==> src/rtl/ptdd_pkg.sv <==
// Shared types and constants for the periodic task deadline dispatcher.
// No dependencies.
package ptdd_pkg;

  localparam int TASK_COUNT_DEFAULT = 64;
  localparam int IDX_W              = 6;
  localparam int TIME_W             = 32;

  typedef enum logic [2:0] {
    OP_TICK    = 3'd0,
    OP_SET     = 3'd1,
    OP_CLEAR   = 3'd2,
    OP_SUSPEND = 3'd3,
    OP_RESUME  = 3'd4,
    OP_REPORT  = 3'd5
  } op_t;

  typedef enum logic [1:0] {
    ST_IDLE,
    ST_SCAN,
    ST_FLUSH
  } state_t;

  // Table request broadcast to every cell
  typedef struct packed {
    logic              apply;
    op_t               op;
    logic              single;
    logic              all;
    logic [6:0]        index;
    logic [TIME_W-1:0] period;
    logic [TIME_W-1:0] now;
    logic              keep;
  } cell_cmd_t;

endpackage

==> src/rtl/ptdd_cell.sv <==
// One task entry: enable, record, period, due time and the scan token stage.
// Depends on ptdd_pkg.
module ptdd_cell import ptdd_pkg::*; #(
  parameter int INDEX = 0
) (
  input  logic              clk,
  input  logic              rst,
  input  cell_cmd_t         cmd,
  input  logic [TIME_W-1:0] tick_now,
  input  logic              tok_in,
  output logic              tok_out,
  output logic              hit
);

  logic              token;
  logic              enabled;
  logic              record;
  logic [TIME_W-1:0] period;
  logic [TIME_W-1:0] due;
  logic              mine;

  assign mine    = cmd.single && (cmd.index == 7'(INDEX));
  assign hit     = token && enabled && (tick_now >= due);
  assign tok_out = token;

  always_ff @(posedge clk) begin
    if (rst) begin
      token   <= 1'b0;
      enabled <= 1'b0;
      record  <= 1'b0;
      period  <= '0;
      due     <= '0;
    end else begin
      token <= tok_in;
      if (hit) begin
        due <= tick_now + period;
      end
      if (cmd.apply) begin
        case (cmd.op)
          OP_SET: begin
            if (mine) begin
              enabled <= 1'b1;
              period  <= cmd.period;
              due     <= cmd.now + cmd.period;
            end
          end
          OP_CLEAR: begin
            if (mine) enabled <= 1'b0;
          end
          OP_SUSPEND: begin
            if (mine) begin
              enabled <= 1'b0;
            end else if (cmd.all && enabled) begin
              record  <= 1'b1;
              enabled <= 1'b0;
            end
          end
          OP_RESUME: begin
            if (mine) begin
              enabled <= 1'b1;
            end else if (cmd.all && record) begin
              record  <= 1'b0;
              enabled <= 1'b1;
            end
          end
          OP_REPORT: begin
            if (mine) enabled <= cmd.keep;
          end
          default: begin
          end
        endcase
      end
    end
  end

endmodule

==> config.mk <==
export PLATFORM = sky130hd
export DESIGN_NAME = ptdd_cell
export DESIGN_NICKNAME = d
export VERILOG_FILES = /design/src/rtl/ptdd_pkg.sv /design/src/rtl/ptdd_cell.sv
export SDC_FILE = /design/constraint.sdc
export NUM_CORES = 1
export LEC_CHECK = 0
export ABC_AREA = 1
export BUFFER_PORTS_ARGS = -buffer_cell sky130_fd_sc_hd__buf_2
export CAP_MARGIN = 30
export CORE_MARGIN = 2
export CORE_UTILIZATION = 30
export DETAILED_ROUTE_END_ITERATION = 7
export PLACE_DENSITY = 0.54
export SLEW_MARGIN = 20
export SYNTH_ARGS = -nofsm -noshare
export SYNTH_HDL_FRONTEND = slang
export SYNTH_SLANG_ARGS = --single-unit
==> constraint.sdc <==
create_clock -name clk -period 2.35 [get_ports clk]
set_clock_uncertainty 0.05 [all_clocks]
set_input_delay 0.1175 -clock clk [delete_from_list [all_inputs] [get_ports clk]]
set_output_delay 0.1175 -clock clk [all_outputs]
set_load 0.05 [all_outputs]
# Word level (Yosys, flattened, before mapping)
# Index checks and enable logic that the tools add are counted.
[word_totals]
regBits = 67
input_bits = 113
output_inout_bits = 2
[classes]
add_sub_neg = 2
magnitude_cmp = 1
eq_ne = 14
muxes = 17
n_reduce_logical = 11
[op_table]
columns = ["op", "n"]
rows = [
  ["32-bit 2-to-1 mux", 4],
  ["32-bit adder", 2],
  ["32-bit greater-or-equal comparator", 1],
  ["2-bit inequality test (second input constant)", 7],
  ["1-bit 2-to-1 mux", 11],
  ["7-bit zero test", 1],
  ["7-bit AND reduction", 1],
  ["3-bit by 2-bit == test with 1-bit output (second input constant)", 2],
  ["3-bit == test (second input constant)", 2],
  ["3-bit inequality test (second input constant)", 2],
  ["6-bit AND reduction", 1],
  ["1-bit logical AND", 5],
  ["1-bit one-hot mux with 5 select lines", 1],
  ["5-bit nonzero test", 1],
  ["3-bit by 1-bit == test with 1-bit output (second input constant)", 1],
  ["3-bit AND reduction", 1],
  ["1-bit one-hot mux with 2 select lines", 1],
  ["2-bit nonzero test", 1],
]

# Longest topological paths before layout
[depth]
depth_word = 6
depth_mapped = 19
depth_no_buf = 18

# Worst setup path after synthesis
# OpenSTA, ideal clock, no wires.
[synth_path]
path_kind = "register -> register"
start = "register due[7]"
end = "register due[12]"
t_arrival_ns = 1.843
required_ns = 2.188
path_slack_ns = 0.345
stages_incl_launch_ff = 17
period_less_slack_ns = 2.005
path_cell_list = "dfxtp_1 inv_1 ha_1 nand2_1 inv_1 nand2_1 nor2_1 nor2_1 nand2_1 nand2_1 nand2_1 nand2_1 a21oi_2 buf_4 nor2_1 nor2_1 nor2_1"
[synth_via]
elab_chain_len = 6
[synth_lines]
columns = ["element", "line", "rtl"]
rows = [
  ["start: declaration", "ptdd_cell.sv:19", "logic [TIME_W-1:0] due;"],
  ["start signal: assignment", "ptdd_cell.sv:36", "due <= tick_now + period;"],
  ["start signal: assignment", "ptdd_cell.sv:44", "due <= cmd.now + cmd.period;"],
  ["32-bit greater-or-equal comparator (*)", "ptdd_cell.sv:23", "assign hit = token && enabled && (tick_now >= due);"],
  ["1-bit logical AND (*)", "ptdd_cell.sv:23", ""],
  ["net hit", "ptdd_cell.sv:12", "output logic hit"],
  ["32-bit 2-to-1 mux (*)", "ptdd_cell.sv:35", "if (hit) begin"],
  ["32-bit 2-to-1 mux", "ptdd_cell.sv:41", "if (mine) begin"],
  ["32-bit 2-to-1 mux", "ptdd_cell.sv:39", "case (cmd.op)"],
  ["32-bit 2-to-1 mux (*)", "ptdd_cell.sv:38", "if (cmd.apply) begin"],
]
# Mark *: on every way through the listed nets, which the timed path passes. The rest lies on a longest branch.
# A chain may end at the register's enable or synchronous reset.

# Worst setup path after layout
[layout_path]
start = "register due[29]"
end = "output hit"
[layout_via]
elab_chain_len = 2
[layout_lines]
columns = ["element", "line"]
rows = [
  ["32-bit greater-or-equal comparator", "ptdd_cell.sv:23"],
  ["1-bit logical AND", "ptdd_cell.sv:23"],
  ["end: declaration", "ptdd_cell.sv:12"],
]
# Every way passes these cells.

==> flow_summary_export.csv <==
group,metric,value,unit
clock_tree,cts_buffer_depth,2,
worst_setup_path,endpoint,"hit",
synthesis,synth_edf_count,0,
floorplan,coreArea,26100,sq um
synthesis,synth.avg_cell_area,5.65,sq um
clock_tree,cts_buffers,9,
synthesis,ys.flop_type,"dfxtp_1",
sta,max_freq,443,MHz
synthesis,synth_cells,1418,
global_routing,antenna_found_initial,0,
clock_tree,cts_tree,"done",
sta,slew_headroom,58.8,%
placement,port_buffers,114,
sta,tightest_slew,0.617,ns
placement,place_ws,-0.0189,ns
synthesis,syn_nets,1627,
synthesis,ys_warn_count,0,
worst_setup_path,crit_fanout,6,
job,cap_violations,0,
power,powerDensity,352,nW/um^2
final_layout,diodes,0,
global_routing,grt_use_met2,32.7,%
synthesis,synthTopCellsByArea,"nand2_1, dfxtp_1, ha_1, inv_1, nor2_1",
clock_tree,clock-sinks,67,
clock_tree,clk-insertion-delay-late,0.34,ns
drt,via_per_inst,4.84,
min_path,hold_path.class,"input pin to flop",
floorplan,num_rows,59,
global_routing,grt_max_degree,56,
sta,setup-violations-final,0,
final_layout,final_core_util,37.5,%
drt,post_drt_wl_per_cell,15.2,um
synthesis,synth_area,8010,sq um
worst_setup_path,r2r-end,"due[9]",
final_layout,final_cells,1911,
outcome,violations,"design-rule violations",
sta,slew_violations,0,
global_routing,grt_pass1_wl,44.8,mm
final_layout,nFillCells,2955,
global_routing,grt_usage,20.2,%
final_layout,nNetsFinal,1781,
global_routing,use_met1,28.7,%
placement,gp_congestion,0.950,
drt,wl,29.1,mm
floorplan,boundaryPins,115,
synthesis,synth_top_area_share,20.0,%
synthesis,yosysTopAreaCell,"nand2_1",
synthesis,async_flop_share,0,%
floorplan,start_util,30.7,%
worst_setup_path,rr_startpoint,"due[9]",
sta,hold_viol_final,0,
sta,min_period,2.26,ns
sta,post-route-period-util,96.1,%
final_layout,layout-drive-gt1-share,14.7,%
sta,whs,0.00903,ns
placement,place_inst,1888,
final_layout,syn_to_final_growth,22.2,%
worst_setup_path,endpoint_kind,"output port",
global_routing,busiest_layer,"met2",
clock_tree,clkTransAtPathRegs,0.06,ns
power,p_leak,5.23,nW
global_routing,first_global_vias,8600,
power,ir_worst_vdd,271,uV
floorplan,dieArea,28000,sq um
synthesis,ys_seq_area_share,16.7,%
sta,setup_slack,0.0924,ns
worst_setup_path,worst_ep_required_time,2.18,ns
clock_tree,cts_root_buffer,"clkbuf_16",
placement,place_hpwl,24.3,mm
clock_tree,htreeDepth,3,
worst_setup_path,setup.worst_path.start,"due[29]",
worst_setup_path,arrival,2.09,ns
floorplan,dieHeight,167,um
drt,vias,9251,
drt,ant_nets,0,
global_routing,grt_overflow,0,
sta,finalSetupTns,0,ns
drt,first_iter_violations,665,
global_routing,use_met3,1.32,%
synthesis,ys_ff_latch,67,
worst_setup_path,ff2ff_setup_slack,0.10,ns
worst_setup_path,r2r_cells,14,
drt,detail_route.first_pass.iterations,7,
synthesis,ys_types,39,
floorplan,dieWidth,167,um
drt,drc_errors,3,
worst_setup_path,path_class,"flop to output port",
outcome,status,"complete, but fails checks",
worst_setup_path,start_kind,"flop",
kinds of logic after synthesis:
family / synth area share [%]
AND/OR/NAND/NOR: 38.2
buffers and inverters: 12.6
AO/OA/AOI/OAI: 14.6
flip-flops: 16.7
XOR/XNOR: 2.62
adder cells (fa/ha/maj): 15.2
what timing repair did:
item / 4_1_cts / 5_1_grt
setup endpoints to repair: 2 / 32
hold buffers: 2 / 0
pin swaps: 1 / 10
setup buffers: 1 / 4
resized for setup: 5 / 51
gates cloned: 0 / 1
endpoints found under the hold margin: 2 / 0
sequential cells by signal, summed over array words and instances, names as in the netlist:
name     cells
due         32
enabled      1
period      32
record       1
tok_out      1
synth_stat cells, drive strengths merged, types with 5 or more instances:
master  count
a21oi     105
a31oi       5
buf        11
clkbuf     12
dfxtp      67
ha         94
inv       231
nand2     430
nand3      87
nand3b      9
nand4      12
nor2      196
nor3       13
o21a        7
o21ai      93
o21bai      5
xnor2       6
xor2       18
layer usage:
| layer | up-vias | share of wire [%] |
|---|---|---|
| met5 | - | 0 |
| li1 | 4827 | - |
| met3 | 34 | 4.4 |
| met1 | 4152 | 49 |
| met2 | 238 | 44 |
| met4 | 0 | 2.2 |
worst max-delay path, stage by stage (launching register included):
cell	delay, ns
dfxtp_1	0.38
inv_1	0.07
ha_1	0.29
nand2_1	0.07
nor2_2	0.12
nand2_2	0.12
a21oi_2	0.18
nor2_4	0.07
a21oi_4	0.16
buf_6	0.14
buf_8	0.14
how the worst min path moves through the flow:
stage | end | cells past startpoint | slack [ns] | startpoint
finish | period[29] | 3 | 0.009 | cmd[62]
global route | period[27] | 3 | 0.03 | cmd[60]
CTS | period[27] | 3 | 0.007 | cmd[60]
detailed placement | tok_out | 3 | 0.28 | tok_in
global placement | tok_out | 3 | 0.28 | tok_in
floorplan | tok_out | 1 | 0.14 | rst
report_power, final:
group | switching, mW | internal, mW
registers | 0.00716 | 1.15
logic | 0.667 | 0.402
clock network | 0.517 | 0.706
total | 1.19 | 2.26
placed cells by master, fill, tap and decap left out, drive strengths merged:
| cell type | Yosys | layout |
|---|---|---|
| a31oi | 5 | 5 |
| o21a | 7 | 7 |
| xnor2 | 6 | 6 |
| nor3 | 13 | 13 |
| a311oi | 1 | 1 |
| clkinvlp | 0 | 4 |
| o21bai | 5 | 5 |
| or2 | 4 | 4 |
| nand2 | 430 | 430 |
| clkinv | 1 | 3 |
| fa | 2 | 2 |
| inv | 231 | 231 |
| nand3 | 87 | 87 |
| o21ai | 93 | 93 |
| a21oi | 105 | 105 |
| a21o | 2 | 2 |
| o31ai | 2 | 2 |
| o2111ai | 1 | 1 |
| xor2 | 18 | 18 |
| and3 | 1 | 1 |
| nor2 | 196 | 196 |
| dfxtp | 67 | 67 |
| nand4 | 12 | 12 |
| o211ai | 1 | 1 |
| ha | 94 | 94 |
| clkbuf | 12 | 10 |
| nor4 | 2 | 2 |
| buf | 11 | 163 |
| nand3b | 9 | 9 |
| dlygate4sd3 | 0 | 2 |
stage by stage:
stage | area (sq um) | power [mW]
3_3_place_gp | 9230 | 2.20
3_5_place_dp | 9230 | 2.20
6_report | 9790 | 3.45
4_1_cts | 9550 | 3.43
5_1_grt | 9790 | 3.64
2_1_floorplan | 8010 | 1.81
final cells by class:
class                      count  area (sq um)  share of cell area, %
timing repair buffer         166          1050                   10.7
clock inverter                 6          43.8                  0.447
tap                          335           419                   4.28
sequential                    67          1350                   13.8
clock buffer                   9           225                   2.30
inverter                     232           872                   8.91
multi-input combinational   1096          5830                   59.6
No activity file was read; power rests on OpenSTA's default activity.
