===== src/rtl/ptdd_pkg.sv =====
// Shared types and constants for the periodic task deadline dispatcher.
// No dependencies.
package ptdd_pkg;

  localparam int TASK_COUNT_DEFAULT = 64;
  localparam int IDX_W              = 6;
  localparam int TIME_W             = 32;

  typedef enum logic [2:0] {
    OP_TICK    = 3'd0,
    OP_SET     = 3'd1,
    OP_CLEAR   = 3'd2,
    OP_SUSPEND = 3'd3,
    OP_RESUME  = 3'd4,
    OP_REPORT  = 3'd5
  } op_t;

  typedef enum logic [1:0] {
    ST_IDLE,
    ST_SCAN,
    ST_FLUSH
  } state_t;

  // Table request broadcast to every cell
  typedef struct packed {
    logic              apply;
    op_t               op;
    logic              single;
    logic              all;
    logic [6:0]        index;
    logic [TIME_W-1:0] period;
    logic [TIME_W-1:0] now;
    logic              keep;
  } cell_cmd_t;

endpackage


===== src/rtl/ptdd_ctrl.sv =====
// Request decode, tick scan sequencer and fired-task output registers.
// Depends on ptdd_pkg.
module ptdd_ctrl import ptdd_pkg::*; #(
  parameter int TASK_COUNT = TASK_COUNT_DEFAULT
) (
  input  logic              clk,
  input  logic              rst,
  input  logic              start,
  input  logic [2:0]        command,
  input  logic [6:0]        task_index,
  input  logic [TIME_W-1:0] period,
  input  logic [TIME_W-1:0] now,
  input  logic              keep_enabled,
  input  logic              hit_any,
  output logic              busy,
  output cell_cmd_t         cell_cmd,
  output logic [TIME_W-1:0] tick_now,
  output logic              tok0,
  output logic              fired,
  output logic [IDX_W-1:0]  fired_task,
  output logic              last
);

  state_t             state, state_next;
  logic [IDX_W-1:0]   scan_idx, scan_idx_next;
  logic               have_held, have_held_next;
  logic [IDX_W-1:0]   held_idx, held_idx_next;
  logic               fired_next, last_next;
  logic [IDX_W-1:0]   fired_task_next;
  logic               accept;
  op_t                op;

  assign op     = op_t'(command);
  assign busy   = (state != ST_IDLE);
  assign accept = start && !busy;
  assign tok0   = accept && (op == OP_TICK);

  always_comb begin
    cell_cmd.apply  = accept && (op != OP_TICK);
    cell_cmd.op     = op;
    cell_cmd.single = task_index < 7'(TASK_COUNT);
    cell_cmd.all    = task_index == 7'(TASK_COUNT);
    cell_cmd.index  = task_index;
    cell_cmd.period = period;
    cell_cmd.now    = now;
    cell_cmd.keep   = keep_enabled;
  end

  always_ff @(posedge clk) begin
    if (rst) begin
      state     <= ST_IDLE;
      scan_idx  <= '0;
      have_held <= 1'b0;
      fired     <= 1'b0;
    end else begin
      state     <= state_next;
      scan_idx  <= scan_idx_next;
      have_held <= have_held_next;
      fired     <= fired_next;
    end
  end

  always_ff @(posedge clk) begin
    held_idx   <= held_idx_next;
    fired_task <= fired_task_next;
    last       <= last_next;
    if (tok0) tick_now <= now;
  end

  // A hit is held back one step so the final one of a tick can carry last.
  always_comb begin
    state_next      = state;
    scan_idx_next   = scan_idx;
    have_held_next  = have_held;
    held_idx_next   = held_idx;
    fired_next      = 1'b0;
    fired_task_next = fired_task;
    last_next       = 1'b0;
    case (state)
      ST_IDLE: begin
        if (tok0) begin
          state_next     = ST_SCAN;
          scan_idx_next  = '0;
          have_held_next = 1'b0;
        end
      end
      ST_SCAN: begin
        if (hit_any) begin
          if (have_held) begin
            fired_next      = 1'b1;
            fired_task_next = held_idx;
          end
          held_idx_next  = scan_idx;
          have_held_next = 1'b1;
        end
        scan_idx_next = scan_idx + 1'b1;
        if (scan_idx == IDX_W'(TASK_COUNT - 1)) begin
          state_next = ST_FLUSH;
        end
      end
      ST_FLUSH: begin
        if (have_held) begin
          fired_next      = 1'b1;
          fired_task_next = held_idx;
          last_next       = 1'b1;
        end
        have_held_next = 1'b0;
        state_next     = ST_IDLE;
      end
      default: begin
        state_next = ST_IDLE;
      end
    endcase
  end

endmodule


===== config.mk =====
export PLATFORM = sky130hd
export DESIGN_NAME = ptdd_ctrl
export DESIGN_NICKNAME = d
export VERILOG_FILES = /design/src/rtl/ptdd_pkg.sv /design/src/rtl/ptdd_ctrl.sv
export SDC_FILE = /design/constraint.sdc
export NUM_CORES = 1
export LEC_CHECK = 0
export BUFFER_PORTS_ARGS = -buffer_cell sky130_fd_sc_hd__buf_2
export CAP_MARGIN = 10
export CORE_ASPECT_RATIO = 0.7
export CORE_MARGIN = 2
export CORE_UTILIZATION = 36
export DETAILED_ROUTE_END_ITERATION = 6
export PLACE_DENSITY = 0.77
export SYNTH_ARGS = -nofsm -noshare
export SYNTH_HDL_FRONTEND = slang
export SYNTH_SLANG_ARGS = --single-unit

===== constraint.sdc =====
create_clock -name clk -period 2.47 [get_ports clk]
set_input_delay 0.247 -clock clk [delete_from_list [all_inputs] [get_ports clk]]
set_output_delay 0.247 -clock clk [all_outputs]
set_load 0.02 [all_outputs]

# After elaboration in Yosys (flattened, before gate mapping)
# Index checks and enable logic that the tools add are counted.
[totals] register_bits=55 latch_bits=0 mem_bits_rw=0 romBits=0 elab_cells=47 memories=0
[classes] add_sub_neg=1 n_mul=0 div=0 magnitude_cmp=1 n_eq_ne=7 shift=0 muxes=14 bitwise=0 reduce_logical=16
[op_table] op="$pmux 6 s2" count=2
[op_table] op="$mux 6" count=3
[op_table] op="$reduce_and 2->1" count=4
[op_table] op="$eq 7x7->1 const B" count=1
[op_table] op="$lt 7x7->1 const B" count=1
[op_table] op="$add 6x1->6 const B" count=1
[op_table] op="$eq 6x6->1 const B" count=1
[op_table] op="$ne 2x2->1 const B" count=3
[op_table] op="$reduce_bool 2->1" count=3
[op_table] op="$reduce_bool 3->1" count=2
[op_table] op="$mux 1" count=4
[op_table] op="$mux 2" count=2
[op_table] op="$pmux 2 s2" count=1
[op_table] op="$logic_and 1x1->1" count=3
[op_table] op="$logic_not 3->1" count=1
[op_table] op="$pmux 1 s3" count=1
[op_table] op="$reduce_and 3->1" count=1
[op_table] op="$eq 2x1->1 const B" count=1
[op_table] op="$eq 2x2->1 const B" count=1
[op_table] op="$logic_not 2->1" count=1
[op_table] op="$pmux 1 s2" count=1
[op_table] op="$logic_not 1->1" count=1

# Longest topological paths before layout
[logic_depth] ltp_word=6 ltp_mapped=7 ltp_nobuf=6

# Least setup slack after synthesis
# Ideal clock, no wire load.
[synth_path] kind="register to register" from="reg state[0]" to="reg tick_now[0], enable pin" setup_time_ps=433 arrival_ps=2452 t_required_ps=2037 slack_ps=-415 path_stages_with_launch=6 path_buffers=1 path_cell_list="dfxtp_1 -> inv_1 -> ha_1 -> buf_2 -> inv_2 -> nor2_1"
[synth_between] elab_chain_cells=4
[synth_lines] element="start, declared" line_no="ptdd_ctrl.sv:24" rtl="state_t state, state_next;"
[synth_lines] element="start signal, assigned" line_no="ptdd_ctrl.sv:56" rtl="state <= state_next;"
[synth_lines] element="$reduce_bool 2->1" line_no="ptdd_ctrl.sv:34" rtl="assign busy = (state != ST_IDLE);"
[synth_lines] element="named net busy" line_no="ptdd_ctrl.sv:15" rtl="output logic busy,"
[synth_lines] element="$logic_not 1->1" line_no="ptdd_ctrl.sv:35" rtl="assign accept = start && !busy;"
[synth_lines] element="$logic_and 1x1->1" line_no="ptdd_ctrl.sv:35"
[synth_lines] element="$logic_and 1x1->1" line_no="ptdd_ctrl.sv:36" rtl="assign tok0 = accept && (op == OP_TICK);"
[synth_lines] element="named net tok0" line_no="ptdd_ctrl.sv:18" rtl="output logic tok0,"
[synth_lines] element="end signal, assigned" line_no="ptdd_ctrl.sv:67" rtl="if (tok0) tick_now <= now;"
[synth_lines] element="end, declared" line_no="ptdd_ctrl.sv:17" rtl="output logic [TIME_W-1:0] tick_now,"
# The timed path passes the listed nets, and every way through them passes these cells.
# A chain may end at the register's enable or synchronous reset.

# Worst setup path in the final report
[layout_path] from="reg state[0]" to="out tok0"
[layout_between] elab_chain_cells=4
[layout_lines] element="$reduce_bool 2->1" line_no="ptdd_ctrl.sv:34"
[layout_lines] element="$logic_not 1->1" line_no="ptdd_ctrl.sv:35"
[layout_lines] element="$logic_and 1x1->1" line_no="ptdd_ctrl.sv:35"
[layout_lines] element="$logic_and 1x1->1" line_no="ptdd_ctrl.sv:36"
[layout_lines] element="end, declared" line_no="ptdd_ctrl.sv:18"
# Every way passes these cells.

==> results_dict.tcl <==
set metrics [dict create \
    peakVddDrop_mv 0.2441 \
    setup-tns-final_ns 0 \
    antenna_found_initial 0 \
    synth_mux_area_frac 0.01331 \
    core_um2 6788 \
    grtUsageTotal 0.1174 \
    start_util 0.3740 \
    globalRoute.totalOverflow 0 \
    first_pass_iters 4 \
    setup_viol 0 \
    r2r_end "tick_now[30]" \
    reg2reg_from "state[0]" \
    numCtsBuffers 5 \
    ctsResizeCount 0 \
    hpwl_um 3993 \
    cts_hold_buf 0 \
    critical_path_class "flip-flop to primary output" \
    clkTransAtPathRegs_ns 0.10 \
    fp.dieW_um 104.4 \
    yosys_register_bits 55 \
    clock_skew_ns 0.008486 \
    io_buffers 132 \
    p_leak_nw 1.254 \
    yosysMostFrequentCell "buf_4" \
    maxSlewHeadroom 0.6270 \
    worstRegToRegCells 5 \
    num_antenna_cells 0 \
    ant_nets 0 \
    synth_top_family_by_area "buffers and inverters" \
    clock-sinks 55 \
    synth-edff-count 44 \
    holdPathEnd "tick_now[23]" \
    htree_levels 2 \
    min_path_type "input pin to flip-flop" \
    synth_area_leaders "edfxtp_1 (52%), buf_4 (22%), dfxtp_1 (8.7%)" \
    clock_latency_ns 0.30 \
    yosys.area.top_type "edfxtp_1" \
    ys_types 38 \
    cp_data_arrival_time_ns 1.88 \
    r2r_setup_slack_ns 0.64 \
    grt_max_degree 19 \
    seq_area_um2 1541 \
    synthSimpleGateAreaFrac 0.05569 \
    num_vias 1534 \
    routabilityCongestion 0.8645 \
    synth_fa_ha_area_frac 0.02464 \
    drive_above_1_share 0.5984 \
    p_per_area_nw_per_um2 716.3 \
    root_buffer "clkbuf_8" \
    fp.dieArea_um2 7751 \
    endpoint_kind "primary output" \
    avgViaCountPerCell 4.408 \
    finalCoreUtilization 0.4230 \
    grt_pass1_wl_um 6989 \
    ys_warn_count 0 \
    fp-row-count 25 \
    layout.nets 337 \
    die_h_um 74.26 \
    final_cell_area_um2 2872 \
    synth_xor_area_frac 0 \
    synth_area_um2 2539 \
    critPathMaxFanout 12 \
    holdPathStages 1 \
    fillCellCount 666 \
    postSynth.asyncResetShare 0 \
    rsz0062_at_grt "false" \
    synth-compound-area-share 0.06456 \
    finalCritPeriodShare 0.8607 \
    syn_to_final_growth_pct 13.11 \
    syn_inst 189 \
    cap_violations 0 \
    avgSynthCellArea_um2 13.43 \
    worst_pin_slew_ns 0.5582 \
    synth_top_area_frac 0.5205 \
    grt_pass1_vias 1390 \
    min_from "now[23]" \
    synthFlopType "edfxtp_1" \
    tritoncts "yes" \
    synthesis.nets 273 \
    postPlaceCellArea_um2 2779 \
    ys_top_cells_by_count "buf_4 (75), edfxtp_1 (44), dfxtp_1 (11)" \
    wl_per_cell_um 13.91 \
    drt_iter0_drc 65 \
    start_kind "flip-flop" \
    cts_setup_buffers 0 \
    wl_um 4840 \
    pin_count 199 \
    cts_buffer_depth 2 \
    status "completed" \
    worstPathRequired_ns 2.22 \
    fmax_mhz 470.4 \
    maxSlewViolCount 0 \
    drc 0 \
    multi_input_area_um2 409.1 \
    yosysSeqAreaShare 0.6072 \
    fin_crit_ns 2.126 \
    finalHoldViolCount 0 \
]
-- how the worst max path moves through the flow --
stage	startpoint	end	slack, ns	depth (start not counted)
floorplan	state[0]	tick_now[0]	0.21	5
global placement	command[1]	tick_now[16]	0.61	4
detailed placement	command[1]	tick_now[30]	0.59	4
CTS	state[0]	tok0	0.31	5
global route	state[0]	tok0	0.18	5
finish	state[0]	tok0	0.34	5
-- state kept, by name, indices dropped and copies added (netlist names) --
register,flops
state,2
held_idx,6
have_held,1
tick_now,32
last,1
fired_task,6
fired,1
scan_idx,6
-- layout make-up --
cell class / count / area share
inverter: 6 / 0.007843
tap: 94 / 0.04096
clock inverter: 3 / 0.008279
sequential: 55 / 0.5368
timing repair buffer: 134 / 0.2397
multi-input combinational: 51 / 0.1425
clock buffer: 5 / 0.02397
-- worst max-delay path: stages, from the launching register on --
cell and delay [ns]:
dfxtp_1 0.32, inv_1 0.12, ha_1 0.40, inv_2 0.12, nor2_4 0.37, buf_2 0.25
-- layer usage --
| metal | wire [um] | track usage |
|---|---|---|
| met3 | 367 | 0.03856 |
| met1 | 1879 | 0.1388 |
| met5 | 0 | 0 |
| met2 | 2496 | 0.2012 |
| met4 | 96 | 0.05105 |
-- cell usage in the layout, fill, tap and decap left out, types with 4 or more instances in the layout --
cell	count
a21oi_1	5
buf_2	132
clkbuf_8	5
dfxtp_1	11
edfxtp_1	44
ha_1	5
inv_1	4
nand2_1	4
o21ai_0	4
-- logic make-up after synthesis --
kind of cell | after synthesis
AND/OR/NAND/NOR | 21
adder cells (fa/ha/maj) | 5
AO/OA/AOI/OAI | 22
multiplexers | 3
flip-flops | 55
buffers and inverters | 83
-- metrics by stage --
step | hold slack (ns) | total power, mW | setup slack (ns) | std cells
final | 0.1290 | 2.057 | 0.3440 | 348
after global routing | 0.1115 | 2.162 | 0.1813 | 348
after CTS | 0.1169 | 2.080 | 0.3082 | 348
after detailed placement | 0.4045 | 1.585 | 0.5919 | 340
after global placement | 0.4042 | 1.571 | 0.6109 | 340
after floorplan | 0.3161 | 1.531 | 0.2133 | 189
-- power breakdown --
part           switching [mW]  internal, mW
clock network           0.289         0.205
registers              0.0192          1.06
logic                   0.324         0.165
total                   0.632          1.43
Note: power is estimated with default switching activity, not from simulation.
